[src/sv/isbc_pkg.sv]
// Shared widths, payload types and pipeline records for the IMU still-bias calibration unit.
`timescale 1ns / 1ps

package isbc_pkg;

    localparam int SAMPLE_W  = 16;
    localparam int SUM_W     = 24;
    localparam int MAG_W     = 23;   // |window sum| stays below 2**23 for any window up to 255
    localparam int CORR_W    = 17;
    localparam int LIMIT_W   = 24;
    localparam int COUNT_W   = 8;
    localparam int GYRO_AXES = 3;
    localparam int OUT_AXES  = 5;    // gyro x, y, z and accel x, y

    localparam int                 WINDOW_DEFAULT = 200;
    localparam logic [LIMIT_W-1:0] LIMIT_RESET    = 24'd60;

    typedef logic signed [SAMPLE_W-1:0] sample_t;
    typedef logic signed [SUM_W-1:0]    sum_t;
    typedef logic [SUM_W-1:0]           motion_t;
    typedef logic signed [CORR_W-1:0]   corr_t;
    typedef logic [LIMIT_W-1:0]         limit_t;
    typedef logic [COUNT_W-1:0]         count_t;

    // Word leaving the accumulate stage.
    typedef struct packed {
        logic                            calibrated;
        logic                            rejected;
        logic                            latch;
        logic [OUT_AXES-1:0][SAMPLE_W-1:0] samp;
        logic [OUT_AXES-1:0][SUM_W-1:0]    sums;
    } acc_word_t;

    // Word leaving the bias stage.
    typedef struct packed {
        logic                            calibrated;
        logic                            rejected;
        logic [OUT_AXES-1:0][SAMPLE_W-1:0] samp;
    } bias_word_t;

endpackage

[src/sv/isbc_in_if.sv]
// Sample channel: valid/ready handshake carrying one six-axis word.
`timescale 1ns / 1ps

interface isbc_in_if import isbc_pkg::*; ();
    logic    valid;
    logic    ready;
    sample_t gyro_x;
    sample_t gyro_y;
    sample_t gyro_z;
    sample_t accel_x;
    sample_t accel_y;
    sample_t accel_z;

    modport source (output valid, gyro_x, gyro_y, gyro_z, accel_x, accel_y, accel_z,
                    input ready);
    modport sink   (input valid, gyro_x, gyro_y, gyro_z, accel_x, accel_y, accel_z,
                    output ready);
endinterface

[src/sv/isbc_accum.sv]
// Accumulate stage: window sums, gyro motion sums, window decision and calibrated flag.
`timescale 1ns / 1ps

module isbc_accum import isbc_pkg::*; #(
    parameter int WINDOW = WINDOW_DEFAULT
) (
    input  logic          clk,
    input  logic          rst_n,
    isbc_in_if.sink       sample,
    input  limit_t        motion_limit,
    input  logic          advance,
    output logic          acc_valid,
    output acc_word_t     acc_word
);

    logic      done_reg, done_next;
    logic      have_prev_reg, have_prev_next;
    count_t    count_reg, count_next;
    sum_t      sums_reg [OUT_AXES];
    sum_t      sums_next [OUT_AXES];
    motion_t   motion_reg [GYRO_AXES];
    motion_t   motion_next [GYRO_AXES];
    sample_t   prev_reg [GYRO_AXES];
    sample_t   prev_next [GYRO_AXES];
    logic      valid_reg;
    acc_word_t word_reg, word_next;

    logic      accept;
    sample_t   samp [OUT_AXES];
    sum_t      sum_acc [OUT_AXES];
    motion_t   motion_acc [GYRO_AXES];
    logic [CORR_W-1:0] diff [GYRO_AXES];
    logic [CORR_W-1:0] abs_diff [GYRO_AXES];
    count_t    count_acc;
    logic      win_end;
    logic      moved;
    logic      rejected;
    logic      latch;

    assign sample.ready = advance;
    assign accept       = sample.valid && advance;

    assign samp[0] = sample.gyro_x;
    assign samp[1] = sample.gyro_y;
    assign samp[2] = sample.gyro_z;
    assign samp[3] = sample.accel_x;
    assign samp[4] = sample.accel_y;

    always_comb
    begin
        for (int k = 0; k < OUT_AXES; k++)
        begin
            sum_acc[k] = sums_reg[k] + SUM_W'(samp[k]);
        end
        moved = 1'b0;
        for (int k = 0; k < GYRO_AXES; k++)
        begin
            diff[k]     = CORR_W'(prev_reg[k]) - CORR_W'(samp[k]);
            abs_diff[k] = diff[k][CORR_W-1] ? (~diff[k] + 1'b1) : diff[k];
            // first sample after reset has nothing to compare against
            motion_acc[k] = have_prev_reg ? (motion_reg[k] + SUM_W'(abs_diff[k]))
                                          : motion_reg[k];
            if (motion_acc[k] >= SUM_W'(motion_limit))
            begin
                moved = 1'b1;
            end
        end
        count_acc = count_reg + 1'b1;
        win_end   = !done_reg && (count_acc >= COUNT_W'(WINDOW));
        rejected  = win_end && moved;
        latch     = win_end && !moved;

        done_next      = done_reg;
        have_prev_next = have_prev_reg;
        count_next     = count_reg;
        sums_next      = sums_reg;
        motion_next    = motion_reg;
        prev_next      = prev_reg;
        if (accept && !done_reg)
        begin
            have_prev_next = 1'b1;
            done_next      = latch;
            for (int k = 0; k < GYRO_AXES; k++)
            begin
                prev_next[k] = samp[k];
            end
            if (win_end)
            begin
                count_next = '0;
                for (int k = 0; k < OUT_AXES; k++)
                begin
                    sums_next[k] = '0;
                end
                for (int k = 0; k < GYRO_AXES; k++)
                begin
                    motion_next[k] = '0;
                end
            end
            else
            begin
                count_next  = count_acc;
                sums_next   = sum_acc;
                motion_next = motion_acc;
            end
        end

        word_next.calibrated = done_reg || latch;
        word_next.rejected   = rejected;
        word_next.latch      = latch;
        for (int k = 0; k < OUT_AXES; k++)
        begin
            word_next.samp[k] = samp[k];
            word_next.sums[k] = sum_acc[k];
        end
    end

    always_ff @(posedge clk or negedge rst_n)
    begin
        if (!rst_n)
        begin
            done_reg      <= 1'b0;
            have_prev_reg <= 1'b0;
            count_reg     <= '0;
            valid_reg     <= 1'b0;
            for (int k = 0; k < OUT_AXES; k++)
            begin
                sums_reg[k] <= '0;
            end
            for (int k = 0; k < GYRO_AXES; k++)
            begin
                motion_reg[k] <= '0;
                prev_reg[k]   <= '0;
            end
        end
        else
        begin
            done_reg      <= done_next;
            have_prev_reg <= have_prev_next;
            count_reg     <= count_next;
            sums_reg      <= sums_next;
            motion_reg    <= motion_next;
            prev_reg      <= prev_next;
            if (advance)
            begin
                valid_reg <= accept;
            end
        end
    end

    always_ff @(posedge clk)
    begin
        if (advance)
        begin
            word_reg <= word_next;
        end
    end

    assign acc_valid = valid_reg;
    assign acc_word  = word_reg;

endmodule

[src/flat_wrapper.sv]
// flat-port wrapper written by rule: the top's interface ports become plain ports
module isbc_accum_flat import isbc_pkg::*;
#(
    parameter int WINDOW = WINDOW_DEFAULT
)
  (clk, rst_n, motion_limit, advance, acc_valid, acc_word, sample_valid, sample_gyro_x, sample_gyro_y, sample_gyro_z, sample_accel_x, sample_accel_y, sample_accel_z, sample_ready);
  isbc_in_if sample_i ();
  input  logic clk;
  input  logic rst_n;
  input  limit_t motion_limit;
  input  logic advance;
  output logic acc_valid;
  output acc_word_t acc_word;
  input wire logic [$bits(sample_i.valid)-1:0] sample_valid;
  input wire logic [$bits(sample_i.gyro_x)-1:0] sample_gyro_x;
  input wire logic [$bits(sample_i.gyro_y)-1:0] sample_gyro_y;
  input wire logic [$bits(sample_i.gyro_z)-1:0] sample_gyro_z;
  input wire logic [$bits(sample_i.accel_x)-1:0] sample_accel_x;
  input wire logic [$bits(sample_i.accel_y)-1:0] sample_accel_y;
  input wire logic [$bits(sample_i.accel_z)-1:0] sample_accel_z;
  output wire logic [$bits(sample_i.ready)-1:0] sample_ready;
  assign sample_i.valid = sample_valid;
  assign sample_i.gyro_x = sample_gyro_x;
  assign sample_i.gyro_y = sample_gyro_y;
  assign sample_i.gyro_z = sample_gyro_z;
  assign sample_i.accel_x = sample_accel_x;
  assign sample_i.accel_y = sample_accel_y;
  assign sample_i.accel_z = sample_accel_z;
  assign sample_ready = sample_i.ready;
  isbc_accum #(.WINDOW(WINDOW)) u_core (.clk(clk), .rst_n(rst_n), .sample(sample_i), .motion_limit(motion_limit), .advance(advance), .acc_valid(acc_valid), .acc_word(acc_word));
endmodule
[config.mk]
export PLATFORM = sky130hd
export DESIGN_NAME = isbc_accum_flat
export DESIGN_NICKNAME = d
export VERILOG_FILES = /design/src/sv/isbc_pkg.sv /design/src/sv/isbc_in_if.sv /design/src/sv/isbc_accum.sv /design/src/flat_wrapper.sv
export SDC_FILE = /design/constraint.sdc
export NUM_CORES = 1
export LEC_CHECK = 0
export ABC_AREA = 1
export ABC_CLOCK_PERIOD_IN_PS = 4400
export BUFFER_PORTS_ARGS = -buffer_cell sky130_fd_sc_hd__buf_2
export CAP_MARGIN = 20
export CORE_MARGIN = 1.5
export CORE_UTILIZATION = 49
export CTS_CLUSTER_DIAMETER = 30
export CTS_CLUSTER_SIZE = 28
export DETAILED_ROUTE_END_ITERATION = 12
export PLACE_DENSITY = 0.72
export SLEW_MARGIN = 5
export SYNTH_ARGS = -nofsm -noshare
export SYNTH_HDL_FRONTEND = slang
export SYNTH_SLANG_ARGS = --single-unit
[constraint.sdc]
create_clock -name clk -period 4.4 [get_ports clk]
set_input_delay 0.22 -clock clk [delete_from_list [all_inputs] [get_ports clk]]
set_output_delay 0.22 -clock clk [all_outputs]
set_load 0.02 [all_outputs]
==> impl_metrics.xml <==
<?xml version="1.0" encoding="UTF-8"?>
<metrics>
  <group name="clock_network">
    <metric name="tritoncts_num_sinks" unit="">454</metric>
    <metric name="tritoncts.num_buffers" unit="">105</metric>
    <metric name="clock_insertion_delay_worst_skew" unit="ns">0.66</metric>
    <metric name="clkSlewWorstSetupHoldPaths" unit="ns">0.05</metric>
    <metric name="clock_path_buffers" unit="">3</metric>
    <metric name="cts_tree" unit="">done</metric>
    <metric name="cts.root.buffer_cell" unit="">sky130_fd_sc_hd__clkbuf_16</metric>
    <metric name="ctsHtreeMaxLevel" unit="">3</metric>
  </group>
  <group name="power_and_ir_drop">
    <metric name="power" unit="mW">17.2</metric>
    <metric name="power_leakage" unit="nW">23.3</metric>
    <metric name="vdd.ir_drop.worst" unit="uV">296</metric>
    <metric name="power-per-cell-area" unit="nW/um^2">386</metric>
  </group>
  <group name="synthesis">
    <metric name="warnings_from_yosys" unit="">0</metric>
    <metric name="post_synth.cell_area_avg" unit="um^2">7.51</metric>
    <metric name="synth_seq_cells" unit="">454</metric>
    <metric name="syn-num-nets" unit="">4725</metric>
    <metric name="post_synth_num_cell_types" unit="">46</metric>
    <metric name="syn-cell-area" unit="um^2">32300</metric>
    <metric name="synth_cells" unit="">4298</metric>
    <metric name="ys_seq_area_share" unit="%">38.3</metric>
  </group>
  <group name="critical_path">
    <metric name="worst_setup_path_start_kind" unit="">flip-flop</metric>
    <metric name="timing.critical_path.required" unit="ns">4.80</metric>
    <metric name="critical_path_s_largest_stage_delay" unit="ns">0.38</metric>
    <metric name="crit_buf_inv" unit="">6</metric>
    <metric name="worstPathMaxFanout" unit="">6</metric>
    <metric name="cell_with_the_largest_stage_delay_on_the_worst_path" unit="">sky130_fd_sc_hd__nor4_4</metric>
    <metric name="data_arrival_time_of_the_worst_path" unit="ns">5.33</metric>
    <metric name="critical-path-top-delay-family" unit="">simple AND/OR/NAND/NOR gates</metric>
    <metric name="endpoint_kind" unit="">flip-flop</metric>
    <metric name="worst-setup-path-type" unit="">reg2reg</metric>
  </group>
  <group name="layout">
    <metric name="final_nets" unit="">5609</metric>
    <metric name="drive_above_1_share" unit="%">24.4</metric>
    <metric name="diodes" unit="">0</metric>
    <metric name="non_filler_instance_count_after_layout" unit="">6130</metric>
    <metric name="largest_register_ff_count" unit="">203</metric>
    <metric name="most_frequent_cells_in_the_layout" unit="">1373 x sky130_fd_sc_hd__nand2_1, 510 x sky130_fd_sc_hd__inv_1, 443 x sky130_fd_sc_hd__buf_4, 310 x sky130_fd_sc_hd__buf_2</metric>
    <metric name="final_common_cell" unit="">sky130_fd_sc_hd__nand2_1</metric>
    <metric name="area_growth_syn_to_layout" unit="%">37.8</metric>
    <metric name="final_design_area_no_fill" unit="um^2">44500</metric>
    <metric name="end_of_flow_core_utilization" unit="%">68.6</metric>
  </group>
  <group name="detailed_routing">
    <metric name="route.final.wire_length" unit="um">97400</metric>
    <metric name="drtAntennaViolNets" unit="">0</metric>
    <metric name="detail_route.drc_violations" unit="">0</metric>
    <metric name="routed_via_density" unit="">5.23</metric>
    <metric name="detailedRoute.firstIterationViolations" unit="">2214</metric>
    <metric name="route.detailed.wl_per_inst" unit="um">15.9</metric>
    <metric name="dr_total_vias" unit="">32100</metric>
    <metric name="drt-pass1-iter-count" unit="">5</metric>
  </group>
  <group name="floorplanning">
    <metric name="fp.dieH" unit="um">260</metric>
    <metric name="initial_core_util" unit="%">49.8</metric>
    <metric name="design.core.area" unit="um^2">64800</metric>
    <metric name="placement_rows" unit="">93</metric>
    <metric name="fp.dieW" unit="um">260</metric>
    <metric name="floorplan.io_pins" unit="">329</metric>
    <metric name="die-area" unit="um^2">67400</metric>
  </group>
  <group name="outcome">
    <metric name="violations" unit="">negative setup slack</metric>
    <metric name="run_status" unit="">complete, but fails checks</metric>
  </group>
  <group name="timing">
    <metric name="max_freq" unit="GHz">0.203</metric>
    <metric name="worst_clock_skew" unit="ns">0.0271</metric>
    <metric name="finalHoldViolCount" unit="">0</metric>
    <metric name="final_slew_violations" unit="">0</metric>
    <metric name="timing_worst_slew_pin_value" unit="ns">1.05</metric>
    <metric name="worst_slew_margin_rel" unit="%">30.0</metric>
    <metric name="worst_slack" unit="ns">-0.529</metric>
    <metric name="grt_setup_unrepaired" unit="">yes</metric>
    <metric name="timing.final.crit_share" unit="%">112</metric>
    <metric name="setup_violators_final" unit="">4</metric>
    <metric name="final.min_clock_period" unit="ns">4.93</metric>
  </group>
  <group name="grt">
    <metric name="grt_start_max_net_pins" unit="">167</metric>
    <metric name="first_pass_grt_wire_length" unit="um">156000</metric>
    <metric name="grt_pass1_vias" unit="">31300</metric>
    <metric name="grt_overflow_total" unit="">0</metric>
    <metric name="number_of_antenna_violations_at_the_first_check_in_global_routing" unit="">1</metric>
    <metric name="gr-usage-all-layers" unit="%">28.3</metric>
  </group>
  <group name="worst_hold_path">
    <metric name="timing.hold.worst.class" unit="">in2reg</metric>
  </group>
  <group name="placed_design">
    <metric name="dpl_cell_area" unit="um^2">37900</metric>
    <metric name="pre_cts_ws" unit="ns">-0.688</metric>
    <metric name="finalWeightedCongestion" unit="">0.938</metric>
    <metric name="place.detailed.instances" unit="">5809</metric>
    <metric name="dpl.hpwl" unit="um">68000</metric>
    <metric name="port_buffers" unit="">312</metric>
  </group>
  <group name="flow_run">
    <metric name="max_cap_violations" unit="">0</metric>
  </group>
</metrics>
## worst paths after layout
check / startpoint / to / slack, ns / depth (start not counted)
max: u_core.prev_reg[0] / u_core.acc_word[202] / -0.53 / 35
min: sample_gyro_x[15] / u_core.acc_word[135] / 0.06 / 2
max reg2reg: u_core.prev_reg[0] / u_core.acc_word[202] / -0.53 / 35
min reg2reg: u_core.sums_reg[50] / u_core.sums_reg[50] / 0.48 / 2
max in group asynchronous: rst_n / u_core.sums_reg[62] / 3.16 / 3
min in group asynchronous: rst_n / u_core.motion_reg[21] / 0.20 / 2
## where the power goes
part,internal (mW),switching [mW],total [mW]
clock network,5.91,2.76,8.67
logic,1.66,2.14,3.81
registers,4.65,0.0659,4.71
## cells by family after synthesis
logic type      synth area share (%)
xor+xnor                        4.48
buf+inv                         7.20
mux                           0.0310
compound gates                  10.9
flops                           38.3
fa+ha+maj                       12.0
simple gates                    27.0
## metrics by stage
| stage | setup TNS, ns | hold WS (ns) |
|---|---|---|
| 6_report | -1.92 | 0.0579 |
| 5_1_grt | -3.32 | 0.0426 |
| 4_1_cts | -1.42 | 0.0257 |
| 3_5_place_dp | -2.54 | 0.334 |
| 3_3_place_gp | -1.99 | 0.324 |
| 2_1_floorplan | -0.208 | -0.0756 |
## timing repair
| action | 4_1_cts | 5_1_grt |
|---|---|---|
| setup buffers | 22 | 14 |
| pin swaps | 78 | 111 |
| hold buffers | 83 | 0 |
| gates cloned | 1 | 1 |
| hold endpoints to repair | 234 | 0 |
| endpoints found under the setup margin | 4 | 4 |
| resized for setup | 156 | 191 |
## Yosys cell counts, drive strengths merged
cell type  number  share of area [%]
nor2          280                3.3
and3            1              0.019
nor3           40               0.62
o22ai          15               0.29
a211oi          7               0.16
nor4           15               0.29
o31ai           2              0.046
o31a            1              0.027
o21bai         39               0.91
o211a           2              0.062
a21o           21               0.49
fa             11               0.68
o211ai          4              0.093
a31oi          21               0.41
nor3b           1              0.023
clkbuf         46               0.53
a31o            2              0.054
nand3         241                3.7
mux2i           1              0.031
dfrtp         251                 19
o21a            9               0.21
edfxtp        203                 19
or2            18               0.35
nand4          55                1.1
buf            25               0.52
xor2          102                2.8
inv           528                6.1
nand2        1456                 17
o21ai         246                3.8
a21oi         247                3.8
xnor2          63                1.7
nand3b         17               0.40
and2           15               0.29
ha            292                 11
a21boi         21               0.49
## layer usage
metal  up-vias  share of wire [%]  global-route usage (%)
met4         2                2.8                    9.75
met1     15000                 44                    37.3
met2       947                 47                    47.5
met5         -             0.0072                       0
li1      16000                  -                       -
met3       210                5.7                    4.22
## final cells by class
class                      count  area [um^2]
clock inverter                83         1200
tap                          855         1070
fill                        5176        20300
multi-input combinational   3246        19100
timing repair buffer         847         5900
inverter                     528         2000
sequential                   454        12400
clock buffer                 117         2780
Note: power is estimated with default switching activity, not from simulation.
