**config.mk**
```make
export PLATFORM = sky130hd
export DESIGN_NAME = isbc_correct_flat
export DESIGN_NICKNAME = d
export VERILOG_FILES = /design/src/sv/isbc_pkg.sv /design/src/sv/isbc_out_if.sv /design/src/sv/isbc_correct.sv /design/src/flat_wrapper.sv
export SDC_FILE = /design/constraint.sdc
export NUM_CORES = 1
export LEC_CHECK = 0
export ABC_AREA = 1
export CAP_MARGIN = 25
export CORE_UTILIZATION = 45
export CTS_BUF_LIST = sky130_fd_sc_hd__clkbuf_4 sky130_fd_sc_hd__clkbuf_8 sky130_fd_sc_hd__clkbuf_16
export DETAILED_ROUTE_END_ITERATION = 12
export DONT_BUFFER_PORTS = 1
export MAX_ROUTING_LAYER = met4
export PLACE_DENSITY = 0.58
export SLEW_MARGIN = 20
export SYNTH_ARGS = -nofsm -noshare
export SYNTH_HDL_FRONTEND = slang
export SYNTH_SLANG_ARGS = --single-unit
```
**constraint.sdc**
```tcl
create_clock -name clk -period 3.33 [get_ports clk]
set_input_delay 0.333 -clock clk [delete_from_list [all_inputs] [get_ports clk]]
set_output_delay 0.333 -clock clk [all_outputs]
set_load 0.1 [all_outputs]
```
**src/sv/isbc_pkg.sv**
```systemverilog
// Shared widths, payload types and pipeline records for the IMU still-bias calibration unit.
`timescale 1ns / 1ps

package isbc_pkg;

    localparam int SAMPLE_W  = 16;
    localparam int SUM_W     = 24;
    localparam int MAG_W     = 23;   // |window sum| stays below 2**23 for any window up to 255
    localparam int CORR_W    = 17;
    localparam int LIMIT_W   = 24;
    localparam int COUNT_W   = 8;
    localparam int GYRO_AXES = 3;
    localparam int OUT_AXES  = 5;    // gyro x, y, z and accel x, y

    localparam int                 WINDOW_DEFAULT = 200;
    localparam logic [LIMIT_W-1:0] LIMIT_RESET    = 24'd60;

    typedef logic signed [SAMPLE_W-1:0] sample_t;
    typedef logic signed [SUM_W-1:0]    sum_t;
    typedef logic [SUM_W-1:0]           motion_t;
    typedef logic signed [CORR_W-1:0]   corr_t;
    typedef logic [LIMIT_W-1:0]         limit_t;
    typedef logic [COUNT_W-1:0]         count_t;

    // Word leaving the accumulate stage.
    typedef struct packed {
        logic                            calibrated;
        logic                            rejected;
        logic                            latch;
        logic [OUT_AXES-1:0][SAMPLE_W-1:0] samp;
        logic [OUT_AXES-1:0][SUM_W-1:0]    sums;
    } acc_word_t;

    // Word leaving the bias stage.
    typedef struct packed {
        logic                            calibrated;
        logic                            rejected;
        logic [OUT_AXES-1:0][SAMPLE_W-1:0] samp;
    } bias_word_t;

endpackage

```
**src/sv/isbc_out_if.sv**
```systemverilog
// Result channel: valid/ready handshake carrying status and corrected axes.
`timescale 1ns / 1ps

interface isbc_out_if import isbc_pkg::*; ();
    logic  valid;
    logic  ready;
    logic  calibrated;
    logic  window_rejected;
    corr_t gyro_x_corr;
    corr_t gyro_y_corr;
    corr_t gyro_z_corr;
    corr_t accel_x_corr;
    corr_t accel_y_corr;

    modport source (output valid, calibrated, window_rejected, gyro_x_corr, gyro_y_corr,
                    gyro_z_corr, accel_x_corr, accel_y_corr,
                    input ready);
    modport sink   (input valid, calibrated, window_rejected, gyro_x_corr, gyro_y_corr,
                    gyro_z_corr, accel_x_corr, accel_y_corr,
                    output ready);
endinterface

```
**src/sv/isbc_correct.sv**
```systemverilog
// Correction stage: subtract stored biases and hold the result word for the sink.
`timescale 1ns / 1ps

module isbc_correct import isbc_pkg::*; (
    input  logic                              clk,
    input  logic                              rst_n,
    input  logic                              bias_valid,
    input  bias_word_t                        bias_word,
    input  logic [OUT_AXES-1:0][SAMPLE_W-1:0] bias,
    output logic                              free,
    isbc_out_if.source                        result
);

    logic  valid_reg, valid_next;
    logic  cal_reg;
    logic  rej_reg;
    corr_t corr_reg [OUT_AXES];
    corr_t corr_next [OUT_AXES];

    assign free = !valid_reg || result.ready;

    always_comb
    begin
        valid_next = valid_reg;
        if (free)
        begin
            valid_next = bias_valid;
        end
        for (int k = 0; k < OUT_AXES; k++)
        begin
            corr_next[k] = CORR_W'($signed(bias_word.samp[k])) - CORR_W'($signed(bias[k]));
        end
    end

    always_ff @(posedge clk or negedge rst_n)
    begin
        if (!rst_n)
        begin
            valid_reg <= 1'b0;
        end
        else
        begin
            valid_reg <= valid_next;
        end
    end

    always_ff @(posedge clk)
    begin
        if (free)
        begin
            cal_reg  <= bias_word.calibrated;
            rej_reg  <= bias_word.rejected;
            corr_reg <= corr_next;
        end
    end

    assign result.valid           = valid_reg;
    assign result.calibrated      = cal_reg;
    assign result.window_rejected = rej_reg;
    assign result.gyro_x_corr     = corr_reg[0];
    assign result.gyro_y_corr     = corr_reg[1];
    assign result.gyro_z_corr     = corr_reg[2];
    assign result.accel_x_corr    = corr_reg[3];
    assign result.accel_y_corr    = corr_reg[4];

endmodule

```
**src/flat_wrapper.sv**
```systemverilog
// flat-port wrapper written by rule: the top's interface ports become plain ports
module isbc_correct_flat import isbc_pkg::*;
  (clk, rst_n, bias_valid, bias_word, bias, free, result_valid, result_calibrated, result_window_rejected, result_gyro_x_corr, result_gyro_y_corr, result_gyro_z_corr, result_accel_x_corr, result_accel_y_corr, result_ready);
  isbc_out_if result_i ();
  input  logic clk;
  input  logic rst_n;
  input  logic bias_valid;
  input  bias_word_t bias_word;
  input  logic [OUT_AXES-1:0][SAMPLE_W-1:0] bias;
  output logic free;
  output wire logic [$bits(result_i.valid)-1:0] result_valid;
  output wire logic [$bits(result_i.calibrated)-1:0] result_calibrated;
  output wire logic [$bits(result_i.window_rejected)-1:0] result_window_rejected;
  output wire logic [$bits(result_i.gyro_x_corr)-1:0] result_gyro_x_corr;
  output wire logic [$bits(result_i.gyro_y_corr)-1:0] result_gyro_y_corr;
  output wire logic [$bits(result_i.gyro_z_corr)-1:0] result_gyro_z_corr;
  output wire logic [$bits(result_i.accel_x_corr)-1:0] result_accel_x_corr;
  output wire logic [$bits(result_i.accel_y_corr)-1:0] result_accel_y_corr;
  input wire logic [$bits(result_i.ready)-1:0] result_ready;
  assign result_valid = result_i.valid;
  assign result_calibrated = result_i.calibrated;
  assign result_window_rejected = result_i.window_rejected;
  assign result_gyro_x_corr = result_i.gyro_x_corr;
  assign result_gyro_y_corr = result_i.gyro_y_corr;
  assign result_gyro_z_corr = result_i.gyro_z_corr;
  assign result_accel_x_corr = result_i.accel_x_corr;
  assign result_accel_y_corr = result_i.accel_y_corr;
  assign result_i.ready = result_ready;
  isbc_correct u_core (.clk(clk), .rst_n(rst_n), .bias_valid(bias_valid), .bias_word(bias_word), .bias(bias), .free(free), .result(result_i));
endmodule
```
==> results.txt, run 1 <==
The flow ran to the end, and the final reports show no timing, DRC or antenna violations. On the critical path the largest part of the delay comes from simple AND/OR/NAND/NOR gates. The path category of the worst min-delay check is primary input to flip-flop. On the worst path, the slowest cell contributes a delay of 520 ps. Number of clock buffers inserted by TritonCTS: 9. The via density per instance was 4.65; the half-perimeter wire length after placement was 15200 um.

For this block, the routed nets add up to 18500 um of wire. Summed over all failing endpoints, the final setup total negative slack is 0 ps. Entering global routing, the biggest net connects 63 pins. Once detail routing completed, the nets flagged for antenna violations numbered 0. The slew at the pin closest to its max-slew limit is 964 ps, and the final estimated routing congestion in global placement is 0.856. The number of placement rows is 47. The count of antenna diodes in the layout is 0. The boundary pin count was 255; the leakage power figure was 5.18 nW. Setup slack on the critical path of the routed design comes to 1600 ps. Between clock sinks in the finished design, the worst skew comes to 6.29 ps. Of the cells placed in the final design, the portion with a size suffix greater than 1 is 1.67%. For the top achievable clock speed, the log shows 579 MHz. The worst-case headroom to the max-slew limit is 35.9%, and the max-cap check violation count is 0.

At the later pin of the worst-skew pair, clock insertion delay measures 350 ps. The logs give 0 for the setup fix buffers added after clock tree synthesis and 0.0168 sq mm for the area of the core. The tools report the via count of the first global-routing pass as 6014.

A synthesized cell averages 6.68 sq um. The worst setup path is launched from a flip-flop. The peak supply drop was 0.277 mV; the finished layout cell area was 0.00847 sq mm. Across every metal layer, demand over resource in global routing totals 21.5%. Clock sink total: 88. Registers take 0.00264 sq mm.

The die outline height is 134 um. After detailed routing, the average wire length per cell comes to 13.1 um. For this run, the share of the core covered by cells in the final layout is 50.4%.

Before antenna repair, the detailed router went through 6 iterations. The number of design-rule violations left by the first detailed-router iteration was 322. At the placement stage, the worst setup path has a slack of 1380 ps. The detailed router placed 6581 vias in this run. The share of synthesized area occupied by flip-flops and latches is 33.5%, and the number of buffers and inverters on the critical path is 1.

Setup repair after global routing left no endpoint under its margin. Maximum fanout encountered on the critical timing path: 62. The net total in the final layout was 1443. The post-detailed-placement cell area came out at 0.00818 sq mm.

The type of the worst setup path is flip-flop to flip-flop. The netlist uses 15 different library cells. Global routing finished with a remaining overflow of 0. The cell with the largest stage delay on the worst path was nand2_4. For the final hold slack, the log shows 82.1 ps. The die is 134 um wide. The clock-pin slew of the registers on the worst-case setup and hold paths works out to 60 ps. The minimum clock period after layout came out at 1730 ps.

In the routed design, unresolved DRC markers number 0. The number of buffer cells added on primary ports was 0; the data required time at the worst endpoint was 3340 ps. The layout has 1756 filler cells.

The final cycle utilization of the critical path was 51.9%. TritonCTS built the clock tree. Power density normalized to cell area: 567 mW/mm^2. The die covers 0.0180 sq mm. The cell area that synthesis handed to floorplanning was 0.00787 sq mm.

Once the floorplan was initialized, standard cells occupied 46.8% of the core. The signal on the critical path passes through nand2_4 -> buf_12. During synthesis, Yosys emitted a total of 0 warnings. Data arrives at the worst endpoint at 1740 ps.

Clock tree synthesis selected as its root buffer the cell clkbuf_16. The synthesized design contains 88 register bits. The H-tree generated during clock tree synthesis spans 3 levels. The logs give 0 for the max-slew violation count and 1429 for the total nets after synthesis. The worst setup path is captured at a flip-flop. The number of failing setup endpoints in the final timing report is 0, and the synthesis-to-finish area growth is 7.71%. The first global-routing pass estimated 29300 um of wire. Number of instances in the synthesized netlist: 1178. In the final layout, the multi-input gates occupy 0.00401 sq mm.

For the number of antenna violations at the first check in global routing, the log shows 0. Counting along the longest clock path gives a buffer depth of 2. The hold violation total from the final report is 0.
## repair_timing
action | CTS | global route
gates resized for setup | 0 | 0
hold endpoints to repair | 1 | 0
hold buffers | 1 | 0
## final timing paths
path                       slack [ps]                              to  cells past startpoint           startpoint
max                              1600  u_core.result.accel_y_corr[10]                      2  u_core.result.valid
min                                80             u_core.result.valid                      2           bias_valid
max reg2reg                      1600  u_core.result.accel_y_corr[10]                      2  u_core.result.valid
min reg2reg                       980             u_core.result.valid                      2  u_core.result.valid
max in group asynchronous        3040             u_core.result.valid                      1                rst_n
min in group asynchronous         190             u_core.result.valid                      1                rst_n
## layer usage
metal	share of wire [%]	routed length, um	GRT usage [%]	vias to the layer above
li1	-	-	-	3560
met1	44	8200	25.2	2804
met2	46	8580	35.3	187
met3	6.6	1220	4.95	30
met4	2.9	531	9.05	0
met5	0	0	-	-
## final cells by class
| cell class | count | area share, % |
|---|---|---|
| Sequential cell | 88 | 31.1 |
| Multi-Input combinational cell | 763 | 47.3 |
| Inverter | 327 | 14.5 |
| Tap cell | 220 | 3.25 |
| Timing Repair Buffer | 3 | 0.443 |
| Clock inverter | 4 | 0.546 |
| Clock buffer | 11 | 2.83 |
## cells in the final DEF, fill, tap and decap left out, types with 2 or more instances in the layout
| master | netlist | final |
|---|---|---|
| xnor2_1 | 11 | 11 |
| nand2_2 | 2 | 2 |
| nor2_1 | 37 | 37 |
| or2_1 | 5 | 5 |
| inv_1 | 327 | 327 |
| fa_1 | 5 | 5 |
| xor2_1 | 24 | 24 |
| ha_1 | 80 | 80 |
| a21oi_1 | 50 | 50 |
| nand3_1 | 57 | 57 |
| nand2_1 | 471 | 470 |
| clkbuf_16 | 0 | 9 |
| nor3_1 | 20 | 20 |
| edfxtp_1 | 87 | 87 |
| clkbuf_4 | 0 | 2 |
## stage by stage
stage / power [mW] / instances
2_1_floorplan: 3.56 / 1178
3_3_place_gp: 3.80 / 1400
3_5_place_dp: 3.81 / 1400
4_1_cts: 4.86 / 1416
5_1_grt: 5.05 / 1416
6_report: 4.81 / 1416
## synthesized netlist by cell type (all sizes together)
| master | count | area [sq um] |
|---|---|---|
| nor3 | 20 | 100 |
| nor2 | 37 | 139 |
| nand2 | 473 | 1780 |
| nand3 | 57 | 285 |
| edfxtp | 87 | 2610 |
| dfrtp | 1 | 25.0 |
| xor2 | 24 | 210 |
| inv | 327 | 1230 |
| ha | 80 | 1000 |
| or2 | 6 | 40.0 |
| xnor2 | 11 | 96.3 |
| fa | 5 | 100 |
| a21oi | 50 | 250 |
## where the power goes
| part | internal (mW) | switching, mW | leakage [nW] |
|---|---|---|---|
| combinational | 0.336 | 0.605 | 4.15 |
| sequential | 1.47 | 1.37 | 0.892 |
| clock | 0.591 | 0.431 | 0.140 |
| total | 2.40 | 2.41 | 5.18 |
## logic make-up (layout without fill, tap and decap cells)
group / after synthesis / count (layout) / synth area share, %
buffers and inverters: 327 / 345 / 15.6
adder cells (fa/ha/maj): 85 / 85 / 14.0
XOR/XNOR: 35 / 35 / 3.90
flip-flops: 88 / 88 / 33.5
AND/OR/NAND/NOR: 593 / 593 / 29.8
AO/OA/AOI/OAI: 50 / 50 / 3.18
Power figures use the tool's default switching activity.
==> run 2: changes to the inputs <==
--- a/config.mk
+++ b/config.mk
@@ -12,7 +12,7 @@
 export DETAILED_ROUTE_END_ITERATION = 12
 export DONT_BUFFER_PORTS = 1
 export MAX_ROUTING_LAYER = met4
-export PLACE_DENSITY = 0.58
+export PLACE_DENSITY = 0.6
 export SLEW_MARGIN = 20
 export SYNTH_ARGS = -nofsm -noshare
 export SYNTH_HDL_FRONTEND = slang
==> constraint.sdc (replaced) <==
create_clock -name clk -period 1.45 [get_ports clk]
set_input_delay 0.145 -clock clk [delete_from_list [all_inputs] [get_ports clk]]
set_output_delay 0.145 -clock clk [all_outputs]
set_load 0.1 [all_outputs]
==> results.txt, run 2 (synthesis results as in run 1) <==
The flow ran to the end, and the final reports show no timing, DRC or antenna violations. The register-to-register path setup slack is 220 ps (was 1600 ps), and the routed length per placed instance is 12.2 um (was 13.1 um). The number of cells traversed by the worst hold path was 2 (unchanged); the number of design-rule violations left by the first detailed-router iteration was 350 (was 322). The final critical-path setup slack was 57.3 ps (was 1600 ps); the detailed-router iteration count before antenna repair was 5 (was 6). Total global routing overflow: 0 (unchanged).

The endpoint of the most critical register-to-register path is u_core.result.accel_y_corr[15] (was u_core.result.accel_y_corr[10]). The worst-case headroom to the max-slew limit was 79.7% (was 35.9%); the worst clock skew was 7.69 ps (was 6.29 ps). The logs give 7185 (was 6581) for the total number of vias and 1702 (was 1756) for the number of fillers in the final layout.

The max-slew violation count was 0 (unchanged). The final estimated routing congestion in global placement came out at 0.918 (was 0.856). The worst flop-to-flop path startpoint was u_core.result.valid (unchanged). The power density normalized to cell area works out to 1260 mW/mm^2 (was 567 mW/mm^2). The type of the worst setup path is flip-flop to output port (was flip-flop to flip-flop).

The maximum level of the CTS H-tree is 3 (unchanged), and the synthesis-to-finish area growth is 23.8% (was 7.71%). The count of antenna diodes in the layout was 0 (unchanged). The largest net degree at the start of global routing was 26 (was 63).

The most frequent standard cell in the layout excluding fill and tap cells was nand2_1 (unchanged). The max-cap check violation count is 0 (unchanged), and the residual DRC count is 0 (unchanged). The number of placement rows was 47 (unchanged). Wire length reported by the detailed router: 19100 um (was 18500 um). The path category of the worst min-delay check is primary input to flip-flop (unchanged). The run gives 0 (unchanged) as the number of antenna violations at the first check in global routing. The tools report the startpoint of the worst hold path as bias[48] (was bias_valid).

The top achievable clock speed was 718 MHz. The category of the worst setup path launch point is a flip-flop (unchanged). The clock tree buffer depth is 2 (unchanged), and the count of cells along the worst register-to-register path is 2 (unchanged). The maximum fanout encountered on the critical timing path is 16 (was 62), and the horizontal extent of the die is 134 um (unchanged).

The tools report the clock root buffer as clkbuf_16 (unchanged). For the area of the core, the log shows 0.0168 sq mm (unchanged). The share of final-layout standard cells stronger than drive strength 1 is 13.2% (was 1.67%), and the leakage power figure is 5.90 nW (was 5.18 nW). TritonCTS built the clock tree. Number of standard cells in the final layout excluding fillers: 1560 (was 1416). The logs give 22.2% (was 21.5%) for the global router's overall resource usage and -147 ps (was 1380 ps) for the placement-stage worst setup slack.

The run gives 88 (unchanged) as the clock sink total. The setup fix buffers added after clock tree synthesis is 0 (unchanged). The net total in the final layout is 1586 (was 1443). The half-perimeter wire length after placement was 16000 um (was 15200 um). The run gives 0 (unchanged) as the hold violation total from the final report. The logs give 9 (unchanged) for the number of clock buffers inserted by TritonCTS and 1250 ps (was 1740 ps) for the data arrival time of the critical path. For the data required time at the worst endpoint, the log shows 1310 ps (was 3340 ps). The die footprint is 0.0180 sq mm (unchanged), and the number of failing setup endpoints in the final timing report is 0 (unchanged). The run gives 30500 um (was 29300 um) as the first-pass GRT wire length. The number of buffer cells added on primary ports is 0 (unchanged), and the clock-pin slew of the registers on the worst-case setup and hold paths is 70 ps (was 60 ps). For the effective utilization at floorplan, the log shows 46.8% (unchanged). For the peak supply drop, the log shows 0.737 mV (was 0.277 mV).

The run gives 255 (unchanged) as the boundary pin count. The number of antenna-violating nets in the routed design is 0 (unchanged), and the via count of the first global-routing pass is 6584 (was 6014). The endpoint of the worst hold-timing path was u_core.result.accel_x_corr[0] (was u_core.result.valid). The slew at the pin closest to its max-slew limit is 307 ps (was 964 ps). Setup repair after global routing left no endpoint under its margin. The tools report the total negative setup slack as 0 ps (unchanged). Die outline height: 134 um (unchanged).

Of the available clock period, the critical path in the final layout requires 96.0%. The kind of capture point of the worst setup path is an output port (was a flip-flop). The share of the core filled with cells in the final layout was 57.9% (was 50.4%). The clock insertion delay at the later pin of the skew report was 350 ps (about the same); the via density per instance was 4.61 (was 4.65). Counting I/O delays and the setup requirement, the final critical path takes 1390 ps. For the count of placed standard cells including taps, the log shows 1539 (was 1400). Most used cells in the layout excluding fill and tap cells: nand2_1, inv_1, buf_4 (was nand2_1, inv_1, edfxtp_1).
-- run 2: changes by cell type in the layout (fill, tap and decap cells not counted), sizes merged --
cell         change
inv              +1
clkinvlp         -1
buf            +139
dlygate4sd3      +4
bufinv           +2
clkinv           -1
-- run 2: how the worst max path moves through the flow --
stage / slack [ps] / depth (start not counted) / endpoint / startpoint
CTS: 40 / 2 / free / u_core.result.valid
global placement: -90 / 11 / u_core.result.accel_x_corr[16] / bias_word[48]
finish: 60 / 2 / free / u_core.result.valid
detailed placement: -150 / 11 / u_core.result.accel_x_corr[16] / bias_word[48]
global route: 20 / 2 / free / u_core.result.valid
floorplan: -90 / 1 / u_core.result.accel_x_corr[0] / u_core.result.valid
-- run 2: stage by stage --
| stage | area [sq um] | hold slack, ps | power, mW |
|---|---|---|---|
| final | 9740 | 86.0 | 12.3 |
| after global routing | 9740 | 69.6 | 12.9 |
| after CTS | 9740 | 67.9 | 12.4 |
| after detailed placement | 9350 | -151 | 9.54 |
| after global placement | 9350 | -151 | 9.49 |
| after floorplan | 7980 | -151 | 8.20 |
-- run 2: critical path, stage by stage, from the launching register on --
cell     delay [ps]
dfrtp_4         510
nand2_8         180
buf_12          200
-- run 2: layout make-up --
cell class	count	area (sq um)	area share (%)
timing repair buffer	146	1150	11.8
clock buffer	11	240	2.47
tap	220	275	2.83
clock inverter	5	104	1.07
multi-input combinational	763	4090	42.0
sequential	88	2640	27.1
inverter	327	1240	12.7
-- run 2: routing by layer --
| metal | GRT usage, % | vias to the layer above | wire length (um) |
|---|---|---|---|
| met5 | - | - | 0 |
| met4 | 7.18 | 0 | 267 |
| met3 | 4.57 | 19 | 1190 |
| met2 | 36.0 | 202 | 8910 |
| met1 | 27.6 | 3115 | 8700 |
| li1 | - | 3849 | - |
-- run 2: report_power, final --
part           internal [mW]  leakage [nW]  switching (mW)
Sequential              3.34         0.892           0.118
Clock                   1.73         0.171            1.06
Combinational           1.45          4.84            4.57
Total                   6.53          5.90            5.75
-- run 2: timing repair --
item | CTS | global route
endpoints found under the hold margin | 4 | 0
resized for setup | 0 | 0
hold buffers | 5 | 0
